## src/rtl/core/ordered_list_deque_with_search_unit_assert.svh

```systemverilog
// ----------------------------------------------------------------------------
// Assertion macros for the ordered list deque unit
// Concurrent checks on the unit clock and reset; empty when SYNTH is defined.
// ----------------------------------------------------------------------------
`ifndef ORDERED_LIST_DEQUE_WITH_SEARCH_UNIT_ASSERT_SVH
`define ORDERED_LIST_DEQUE_WITH_SEARCH_UNIT_ASSERT_SVH
`ifndef SYNTH
// Same-cycle implication.
`define OLDS_ASSERT_IMPL(label, cond, expr, msg) \
  label: assert property (@(posedge clk) disable iff (rst) (cond) |-> (expr)) \
    else $error(msg);
// Next-cycle implication.
`define OLDS_ASSERT_NEXT(label, cond, expr, msg) \
  label: assert property (@(posedge clk) disable iff (rst) (cond) |=> (expr)) \
    else $error(msg);
`else
`define OLDS_ASSERT_IMPL(label, cond, expr, msg)
`define OLDS_ASSERT_NEXT(label, cond, expr, msg)
`endif
`endif

```

## src/rtl/core/olds_pkg.sv

```systemverilog
// ----------------------------------------------------------------------------
// olds_pkg
// Shared constants, request and status codes, and cell control types.
// ----------------------------------------------------------------------------
package olds_pkg;

  localparam int CAPACITY = 16;
  localparam int IDX_W    = $clog2(CAPACITY);
  localparam int CNT_W    = $clog2(CAPACITY + 1);
  localparam int VAL_W    = 32;
  localparam int REQ_W    = 3;
  localparam int STATUS_W = 2;

  typedef enum logic [REQ_W-1:0] {
    REQ_PUSH_FRONT,
    REQ_PUSH_BACK,
    REQ_POP_FRONT,
    REQ_POP_BACK,
    REQ_DELETE,
    REQ_SEARCH,
    REQ_MINMAX
  } req_t;

  localparam logic [STATUS_W-1:0] ST_OK    = 2'd0;
  localparam logic [STATUS_W-1:0] ST_EMPTY = 2'd1;
  localparam logic [STATUS_W-1:0] ST_FULL  = 2'd2;

  typedef enum logic [1:0] {
    CMD_HOLD,
    CMD_LOAD,
    CMD_LEFT,
    CMD_RIGHT
  } cell_cmd_t;

  typedef struct packed {
    cell_cmd_t cmd;
    logic      compare;
  } cell_ctrl_t;

endpackage

```

## src/rtl/core/olds_cell.sv

```systemverilog
// ----------------------------------------------------------------------------
// olds_cell
// One storage cell of the list: holds a value, shifts to or from its
// neighbors, and flags a match for the first-match chain.
// ----------------------------------------------------------------------------
module olds_cell import olds_pkg::*; (
  input  logic                    clk,
  input  cell_ctrl_t              ctrl,
  input  logic                    valid,
  input  logic signed [VAL_W-1:0] left_data,
  input  logic signed [VAL_W-1:0] right_data,
  input  logic signed [VAL_W-1:0] load_data,
  input  logic signed [VAL_W-1:0] cmp_data,
  input  logic                    hit_in,
  output logic signed [VAL_W-1:0] data,
  output logic                    hit_out
);

  logic eq;

  always_ff @(posedge clk) begin
    case (ctrl.cmd)
      CMD_HOLD:  data <= data;
      CMD_LOAD:  data <= load_data;
      CMD_LEFT:  data <= left_data;
      CMD_RIGHT: data <= right_data;
      default:   data <= data;
    endcase
    if (ctrl.compare) begin
      eq <= valid && (data == cmp_data);
    end
  end

  // A cell is at or past the first match when it or any cell in front matches.
  assign hit_out = hit_in | eq;

endmodule

```

## src/rtl/core/olds_minmax.sv

```systemverilog
// ----------------------------------------------------------------------------
// olds_minmax
// Walks the valid cells one per cycle and keeps the running max and min.
// ----------------------------------------------------------------------------
module olds_minmax import olds_pkg::*; (
  input  logic                    clk,
  input  logic                    rst,
  input  logic                    launch,
  input  logic [CNT_W-1:0]        n,
  input  logic signed [VAL_W-1:0] rd_data,
  output logic [IDX_W-1:0]        rd_idx,
  output logic                    done,
  output logic signed [VAL_W-1:0] max_value,
  output logic signed [VAL_W-1:0] min_value
);

  logic running;
  logic first;
  logic last;

  assign last = (CNT_W'(rd_idx) + CNT_W'(1)) == n;

  always_ff @(posedge clk) begin
    if (rst) begin
      running <= 1'b0;
      done    <= 1'b0;
      rd_idx  <= '0;
      first   <= 1'b0;
    end else begin
      done <= 1'b0;
      if (launch) begin
        running <= 1'b1;
        rd_idx  <= '0;
        first   <= 1'b1;
      end else if (running) begin
        if (first || rd_data > max_value) begin
          max_value <= rd_data;
        end
        if (first || rd_data < min_value) begin
          min_value <= rd_data;
        end
        first <= 1'b0;
        if (last) begin
          running <= 1'b0;
          done    <= 1'b1;
        end else begin
          rd_idx <= rd_idx + IDX_W'(1);
        end
      end
    end
  end

endmodule

```

## src/rtl/core/ordered_list_deque_with_search_unit.sv

```systemverilog
// ----------------------------------------------------------------------------
// ordered_list_deque_with_search_unit
// Bounded deque of signed values kept as a chain of cells, front at cell 0,
// with push/pop at both ends, delete of the first match, search and min/max.
// ----------------------------------------------------------------------------
//
//  Channel   | Handshake            | Payload
//  ----------+----------------------+-------------------------------------------
//  request   | start, busy          | req_type, value
//  result    | done (one-cycle)     | value_out, found, max_value, min_value,
//            |                      | status, count
//
// A transaction is accepted on a rising edge with start high and busy low.
// Push, pop, delete, search and unused codes pass through the apply state: the
// accept edge registers every cell's compare against the value, and the edge
// that ends the apply state shifts the cells and registers the result. Min/max
// on a non-empty list then passes through the scan state, where the scan unit
// reads one cell per cycle through the shared read port. Busy falls in the
// done cycle, so the next request may be accepted while the result is shown.
// Reset clears the entry count and the control state and holds busy high;
// cell contents are not cleared. The receiver cannot stall: each result is
// valid for exactly its done cycle.
// ----------------------------------------------------------------------------
`include "ordered_list_deque_with_search_unit_assert.svh"

module ordered_list_deque_with_search_unit import olds_pkg::*; (
  input  logic                       clk,
  input  logic                       rst,
  input  logic                       start,
  output logic                       busy,
  input  logic [REQ_W-1:0]           req_type,
  input  logic signed [VAL_W-1:0]    value,
  output logic                       done,
  output logic signed [VAL_W-1:0]    value_out,
  output logic                       found,
  output logic signed [VAL_W-1:0]    max_value,
  output logic signed [VAL_W-1:0]    min_value,
  output logic [STATUS_W-1:0]        status,
  output logic [CNT_W-1:0]           count
);

  typedef enum logic [1:0] {
    S_IDLE,
    S_APPLY,
    S_SCAN
  } state_t;

  state_t                  state;
  req_t                    req_q;
  logic signed [VAL_W-1:0] val_q;

  logic                    accept;
  logic                    full;
  logic                    empty;
  logic                    hit_end;

  // Per-cell wiring of the chain.
  cell_ctrl_t              ctrl     [CAPACITY];
  logic signed [VAL_W-1:0] cell_data[CAPACITY];
  logic                    hit_out  [CAPACITY];

  // Shared read port: the scan index during a scan, the last entry (for pop back) otherwise.
  logic [IDX_W-1:0]        last_idx;
  logic [IDX_W-1:0]        rd_idx;
  logic signed [VAL_W-1:0] rd_data;

  // Min/max scan unit.
  logic                    mm_launch;
  logic [IDX_W-1:0]        mm_idx;
  logic                    mm_done;
  logic signed [VAL_W-1:0] mm_max;
  logic signed [VAL_W-1:0] mm_min;

  // Busy is also held during reset so that nothing is taken while it is applied.
  assign busy     = rst || (state != S_IDLE);
  assign accept   = start && !busy;
  assign full     = (count == CNT_W'(CAPACITY));
  assign empty    = (count == '0);
  assign hit_end  = hit_out[CAPACITY-1];
  assign last_idx = IDX_W'(count - CNT_W'(1));
  assign rd_idx   = (state == S_SCAN) ? mm_idx : last_idx;
  assign rd_data  = cell_data[rd_idx];

  assign mm_launch = (state == S_APPLY) && (req_q == REQ_MINMAX) && !empty;

  // The chain of cells. Each cell sees its two neighbors; cell 0 takes the
  // request value from the left on a front push, and the last cell simply
  // reloads itself on a shift toward the front since it falls out of range.
  for (genvar i = 0; i < CAPACITY; i++) begin : g_cell
    logic signed [VAL_W-1:0] left_d;
    logic signed [VAL_W-1:0] right_d;
    logic                    hit_in;
    logic                    valid;

    if (i == 0) begin : g_front
      assign left_d = val_q;
      assign hit_in = 1'b0;
    end else begin : g_inner
      assign left_d = cell_data[i-1];
      assign hit_in = hit_out[i-1];
    end

    if (i == CAPACITY - 1) begin : g_back
      assign right_d = cell_data[i];
    end else begin : g_body
      assign right_d = cell_data[i+1];
    end

    assign valid = CNT_W'(i) < count;

    // Compare is taken on the accept edge against the incoming value, so the
    // first-match chain is settled from registers during the apply cycle.
    always_comb begin
      ctrl[i].cmd     = CMD_HOLD;
      ctrl[i].compare = accept;
      if (state == S_APPLY) begin
        case (req_q)
          REQ_PUSH_FRONT: begin
            if (!full) begin
              ctrl[i].cmd = CMD_LEFT;
            end
          end
          REQ_PUSH_BACK: begin
            if (!full && count == CNT_W'(i)) begin
              ctrl[i].cmd = CMD_LOAD;
            end
          end
          REQ_POP_FRONT: begin
            if (!empty) begin
              ctrl[i].cmd = CMD_RIGHT;
            end
          end
          REQ_DELETE: begin
            // Every cell from the first match on closes the gap.
            if (hit_out[i]) begin
              ctrl[i].cmd = CMD_RIGHT;
            end
          end
          default: begin
            ctrl[i].cmd = CMD_HOLD;
          end
        endcase
      end
    end

    olds_cell u_cell (
      .clk        (clk),
      .ctrl       (ctrl[i]),
      .valid      (valid),
      .left_data  (left_d),
      .right_data (right_d),
      .load_data  (val_q),
      .cmp_data   (value),
      .hit_in     (hit_in),
      .data       (cell_data[i]),
      .hit_out    (hit_out[i])
    );
  end

  olds_minmax u_minmax (
    .clk       (clk),
    .rst       (rst),
    .launch    (mm_launch),
    .n         (count),
    .rd_data   (rd_data),
    .rd_idx    (mm_idx),
    .done      (mm_done),
    .max_value (mm_max),
    .min_value (mm_min)
  );

  // Sequencer: holds the request, the entry count and the result registers.
  always_ff @(posedge clk) begin
    if (rst) begin
      state <= S_IDLE;
      done  <= 1'b0;
      count <= '0;
    end else begin
      done <= 1'b0;
      case (state)
        S_IDLE: begin
          if (start) begin
            req_q <= req_t'(req_type);
            val_q <= value;
            state <= S_APPLY;
          end
        end
        S_APPLY: begin
          state     <= S_IDLE;
          done      <= 1'b1;
          value_out <= '0;
          found     <= 1'b0;
          max_value <= '0;
          min_value <= '0;
          status    <= ST_OK;
          case (req_q)
            REQ_PUSH_FRONT, REQ_PUSH_BACK: begin
              if (full) begin
                status <= ST_FULL;
              end else begin
                count <= count + CNT_W'(1);
              end
            end
            REQ_POP_FRONT: begin
              if (empty) begin
                status <= ST_EMPTY;
              end else begin
                value_out <= cell_data[0];
                count     <= count - CNT_W'(1);
              end
            end
            REQ_POP_BACK: begin
              if (empty) begin
                status <= ST_EMPTY;
              end else begin
                value_out <= rd_data;
                count     <= count - CNT_W'(1);
              end
            end
            REQ_DELETE: begin
              value_out <= val_q;
              found     <= hit_end;
              if (hit_end) begin
                count <= count - CNT_W'(1);
              end
            end
            REQ_SEARCH: begin
              value_out <= val_q;
              found     <= hit_end;
            end
            REQ_MINMAX: begin
              if (empty) begin
                status <= ST_EMPTY;
              end else begin
                // The result waits for the scan; other fields stay cleared.
                done  <= 1'b0;
                state <= S_SCAN;
              end
            end
            default: begin
              status <= ST_OK;
            end
          endcase
        end
        S_SCAN: begin
          if (mm_done) begin
            done      <= 1'b1;
            max_value <= mm_max;
            min_value <= mm_min;
            state     <= S_IDLE;
          end
        end
        default: begin
          state <= S_IDLE;
        end
      endcase
    end
  end

  // A dropped push can only happen with every cell in use.
  `OLDS_ASSERT_IMPL(a_full_count, done && status == ST_FULL, full, "full status with free cells")
  // A hit never comes with an error status.
  `OLDS_ASSERT_IMPL(a_found_ok, done && found, status == ST_OK, "found with error status")
  // An accepted transaction always occupies the unit for the next cycle.
  `OLDS_ASSERT_NEXT(a_accept_busy, start && !busy, busy, "accepted transaction not held")
  // The entry count never runs past the capacity.
  `OLDS_ASSERT_IMPL(a_count_range, done, count <= CNT_W'(CAPACITY), "entry count out of range")

endmodule

```

## config.mk

```make
export PLATFORM = sky130hd
export DESIGN_NAME = ordered_list_deque_with_search_unit
export DESIGN_NICKNAME = d
export VERILOG_FILES = /design/src/rtl/core/olds_pkg.sv /design/src/rtl/core/olds_cell.sv /design/src/rtl/core/olds_minmax.sv /design/src/rtl/core/ordered_list_deque_with_search_unit.sv
export VERILOG_INCLUDE_DIRS = /design/src /design/src/rtl/core
export SDC_FILE = /design/constraint.sdc
export NUM_CORES = 2
export LEC_CHECK = 0
export BUFFER_PORTS_ARGS = -buffer_cell sky130_fd_sc_hd__buf_2
export CAP_MARGIN = 0
export CORE_UTILIZATION = 55
export CTS_BUF_LIST = sky130_fd_sc_hd__clkbuf_4 sky130_fd_sc_hd__clkbuf_8
export DETAILED_ROUTE_END_ITERATION = 10
export HOLD_SLACK_MARGIN = 0.06
export PLACE_DENSITY = 0.79
export SLEW_MARGIN = 20
export SYNTH_ARGS = -nofsm -noshare
export SYNTH_HDL_FRONTEND = slang
export SYNTH_SLANG_ARGS = --single-unit
```

## constraint.sdc

```tcl
create_clock -name clk -period 19.3 [get_ports clk]
set_input_delay 2.895 -clock clk [delete_from_list [all_inputs] [get_ports clk]]
set_output_delay 2.895 -clock clk [all_outputs]
set_load 0.02 [all_outputs]
```

==> out/metrics.csv <==
stage;metric;value;unit
run_status;status;finished, violations left;
run_status;failing checks;design-rule violations;
cells_and_area;fin util;60.54;%
power_and_ir_drop;part of the power in registers;45.9;%
sta;fin crit period;7.878;ns
power_and_ir_drop;Pint;0.002864;W
route;Vias;35800;
yosys;Post-synth EDFFs;726;
floorplanning;initial core utilization;55.61;%
route;WL/cell;32.06;µm
route;drt via density;7.117;
min_path;Hold Crit Class;register to register;
power_and_ir_drop;Max VDD drop;0.00005686;V
power_and_ir_drop;PD cells;84.28;nW/µm²
floorplanning;# rows;104;
floorplanning;Die H;287.4;µm
yosys;syn_area_per_cell;11.57;µm²
global_routing;first-pass GRT wire length;232.6;mm
cells_and_area;FF+latch area;22100;µm²
yosys;sequential element share of the synthesized area;49.34;%
yosys;synthesized instance count;3870;
sta;maximum clock frequency;126.9;MHz
cells_and_area;share of layout cells above drive strength 1;17.12;%
clocking;Clock Tree Root;clkbuf_8;
sta;slew at the pin closest to its max-slew limit;1.235;ns
cells_and_area;Final nets;3975;
cells_and_area;Area Growth Syn to Fin;8.878;%
critical_path;WP data arrival;8.33;ns
sta;RSZ-0062 raised after global routing;no;
job;Max Cap Viol;0;
route;# DRC;4;
critical_path;crit path max fanout;44;
place;detailed placement HPWL;115.8;mm
global_routing;remaining global-route overflow;0;
yosys;post-synthesis cell area;44790;µm²
clocking;CTS Sinks;741;
power_and_ir_drop;P_sw;0.001246;W
critical_path;CP Launch Type;register;
clocking;CTS resizes;0;
yosys;flops & latches, synth;741;
sta;Slew HR;16.93;%
sta;final setup fails;0;
yosys;Distinct cells, synth;67;
sta;final count of pins violating max slew;0;
floorplanning;I/O Pins;144;
critical_path;crit path capture type;register;
sta;skew final;0.04518;ns
power_and_ir_drop;Clock power frac;36.2;%
route;Final ANT Viol Nets;0;
critical_path;crit-path cells;inv_1, ha_1, mux2i_4, buf_4, buf_4, mux4_1, and2_1, a211oi_1, a21oi_1, ha_1, nand4_1, nor4_1, nor3b_1, nand2_1, o211ai_1, nor2_1, xnor2_1, a221oi_4, buf_4;
critical_path;worst stage delay on the critical path;0.76;ns
yosys;Synth Flop Type;edfxtp_1;
yosys;Synthesized Nets;3981;
power_and_ir_drop;switching part of the total power;30.31;%
clocking;clock latency on the worst-skew pair;0.82;ns
yosys;Ys Warns;0;
cells_and_area;Filler cells;6407;
power_and_ir_drop;combinational power share;17.9;%
place;port bufs;143;
critical_path;slowest CP cell;buf_4;
sta;Fin. Hold Viols;0;
sta;Setup TNS;0;ns
sta;Tcrit/Tclk final;40.82;%
global_routing;vias in the first global route;33250;
clocking;TritonCTS clock tree;done;
clocking;Num CTS Buffers;134;
global_routing;gr usage total;38.97;%
clocking;CTS H-tree lvls;4;
critical_path;Critical Path RT;19.76;ns
cells_and_area;multi-input logic area;20320;µm²
critical_path;Crit path top cell by count;buf_4;
floorplanning;total die area;82580;µm²
global_routing;largest net degree at the start of global routing;155;
place;GPL Wtd Cong;1.111;
route;Pre-Repair DR Iteration Count;11;
route;total wire length;161.3;mm
clocking;CTS max path bufs;3;
route;Detailed Route Iter0 Violations;7663;
clocking;Setup Buffers After CTS;0;
yosys;asr flop ratio synth;0;%
clocking;CTS clk-pin slew, worst paths;0.06;ns
power_and_ir_drop;Leakage;17.98;nW
floorplanning;DIE WIDTH;287.4;µm
global_routing;initial antenna violation count;5;
clocking;Hold Buf Count CTS;0;
critical_path;critical path class;register to register;
floorplanning;total core area;80550;µm²
[metrics by stage]
stage	cell area (µm²)	hold slack, ns	power [W]	cells	setup WS, ns
after floorplan	44790	0.4628	0.002361	3870	12.21
after global placement	46090	0.4833	0.002595	4785	11.69
after detailed placement	46090	0.4932	0.002610	4785	11.61
after CTS	48680	0.5047	0.004068	5023	11.59
after global routing	48760	0.5385	0.004209	5029	11.11
final	48770	0.5078	0.004110	5030	11.42
[placed cells by master (no fill, tap or decap), drive strengths merged, types with 67 or more instances in the layout]
cell type  count
clkbuf       181
nand2        416
and2          99
xor2         310
inv          276
a221o        161
ha            73
xnor2        217
a21oi         81
a222oi       191
mux4         128
edfxtp       726
nor4          93
nor2         155
nand4         76
buf          228
and3          67
a22oi        130
[worst paths after layout]
check	startpoint	end	slack (ns)	cells after the start
worst max register to register	count[0]	u_minmax.max_value[18]	11.42	19
worst min register to register	u_minmax.rd_idx[1]	u_minmax.rd_idx[1]	0.51	2
worst min-delay path	u_minmax.rd_idx[1]	u_minmax.rd_idx[1]	0.51	2
worst max-delay path	count[0]	u_minmax.max_value[18]	11.42	19
[logic make-up (layout without fill, tap and decap cells)]
logic type | after synthesis | count (layout) | share of synthesized area, %
muxes | 227 | 227 | 8.889
buffers and inverters | 640 | 736 | 5.925
xor gates and xnor gates | 527 | 527 | 10.31
DFF | 741 | 741 | 49.34
adders and majority gates | 73 | 73 | 2.039
AOI/OAI and AO/OA | 680 | 680 | 12.99
and+or+nand+nor | 982 | 982 | 10.51
other | 0 | 4 | 0
[worst max-delay path, delay by kind of cell, from the launching register on]
kind,cells,cell delay (ns)
buffers and inverters,4,2.07
AND/OR/NAND/NOR,6,1.59
AO/OA/AOI/OAI,4,1.29
adder cells (fa/ha/maj),2,0.80
multiplexers,2,0.78
flip-flops,1,0.74
XOR/XNOR,1,0.16
[Yosys cell counts, drive strengths merged (35+ instances only)]
library cell / number / area (µm²)
a211oi: 37 / 347.8
a21oi: 81 / 409.1
a221o: 161 / 1612
a222oi: 191 / 1912
a22oi: 130 / 975.9
and2: 99 / 619.3
and3: 67 / 419.2
buf: 138 / 769.5
clkbuf: 232 / 870.8
edfxtp: 726 / 21800
ha: 73 / 913.4
inv: 270 / 1013
mux2: 65 / 732.0
mux4: 128 / 2909
nand2: 416 / 1564
nand4: 76 / 475.5
nor2: 155 / 584.3
nor4: 93 / 581.8
o21ai: 35 / 201.4
xnor2: 217 / 1901
xor2: 310 / 2715
[layer usage]
layer / share of wire, % / track usage (%)
met1: 34 / 49.96
met2: 43 / 55.83
met3: 15 / 10.43
met4: 9.0 / 30.78
met5: 0.036 / 0.5233
[state kept, by name, indices dropped and copies added, names as in the netlist, 2 cells and up]
signal	cells
u_minmax.max_value	32
max_value	32
state	2
count	5
value_out	32
u_minmax.min_value	32
g_cell.left_d	32
u_minmax.rd_idx	4
req_q	3
g_cell.u_cell.eq	16
g_cell.u_cell.data	512
status	2
min_value	32
[power groups by stage]
stage	logic (W)	registers, W	clock network [W]
final	0.000735	0.00189	0.00149
after global routing	0.000762	0.00189	0.00156
after CTS	0.000697	0.00188	0.00149
after detailed placement	0.000694	0.00192	0
after global placement	0.000681	0.00191	0
after floorplan	0.000462	0.00190	0
[area by class of cell]
cell class | instances | area share [%]
well taps | 1060 | 2.720
clock buffers | 181 | 4.570
flip-flops and latches | 741 | 45.32
diodes | 4 | 0.02053
inverters | 270 | 2.078
clock inverters | 57 | 0.7441
multi-input cells | 2489 | 41.68
repair buffers | 228 | 2.869
No activity file was read; power rests on OpenSTA's default activity.
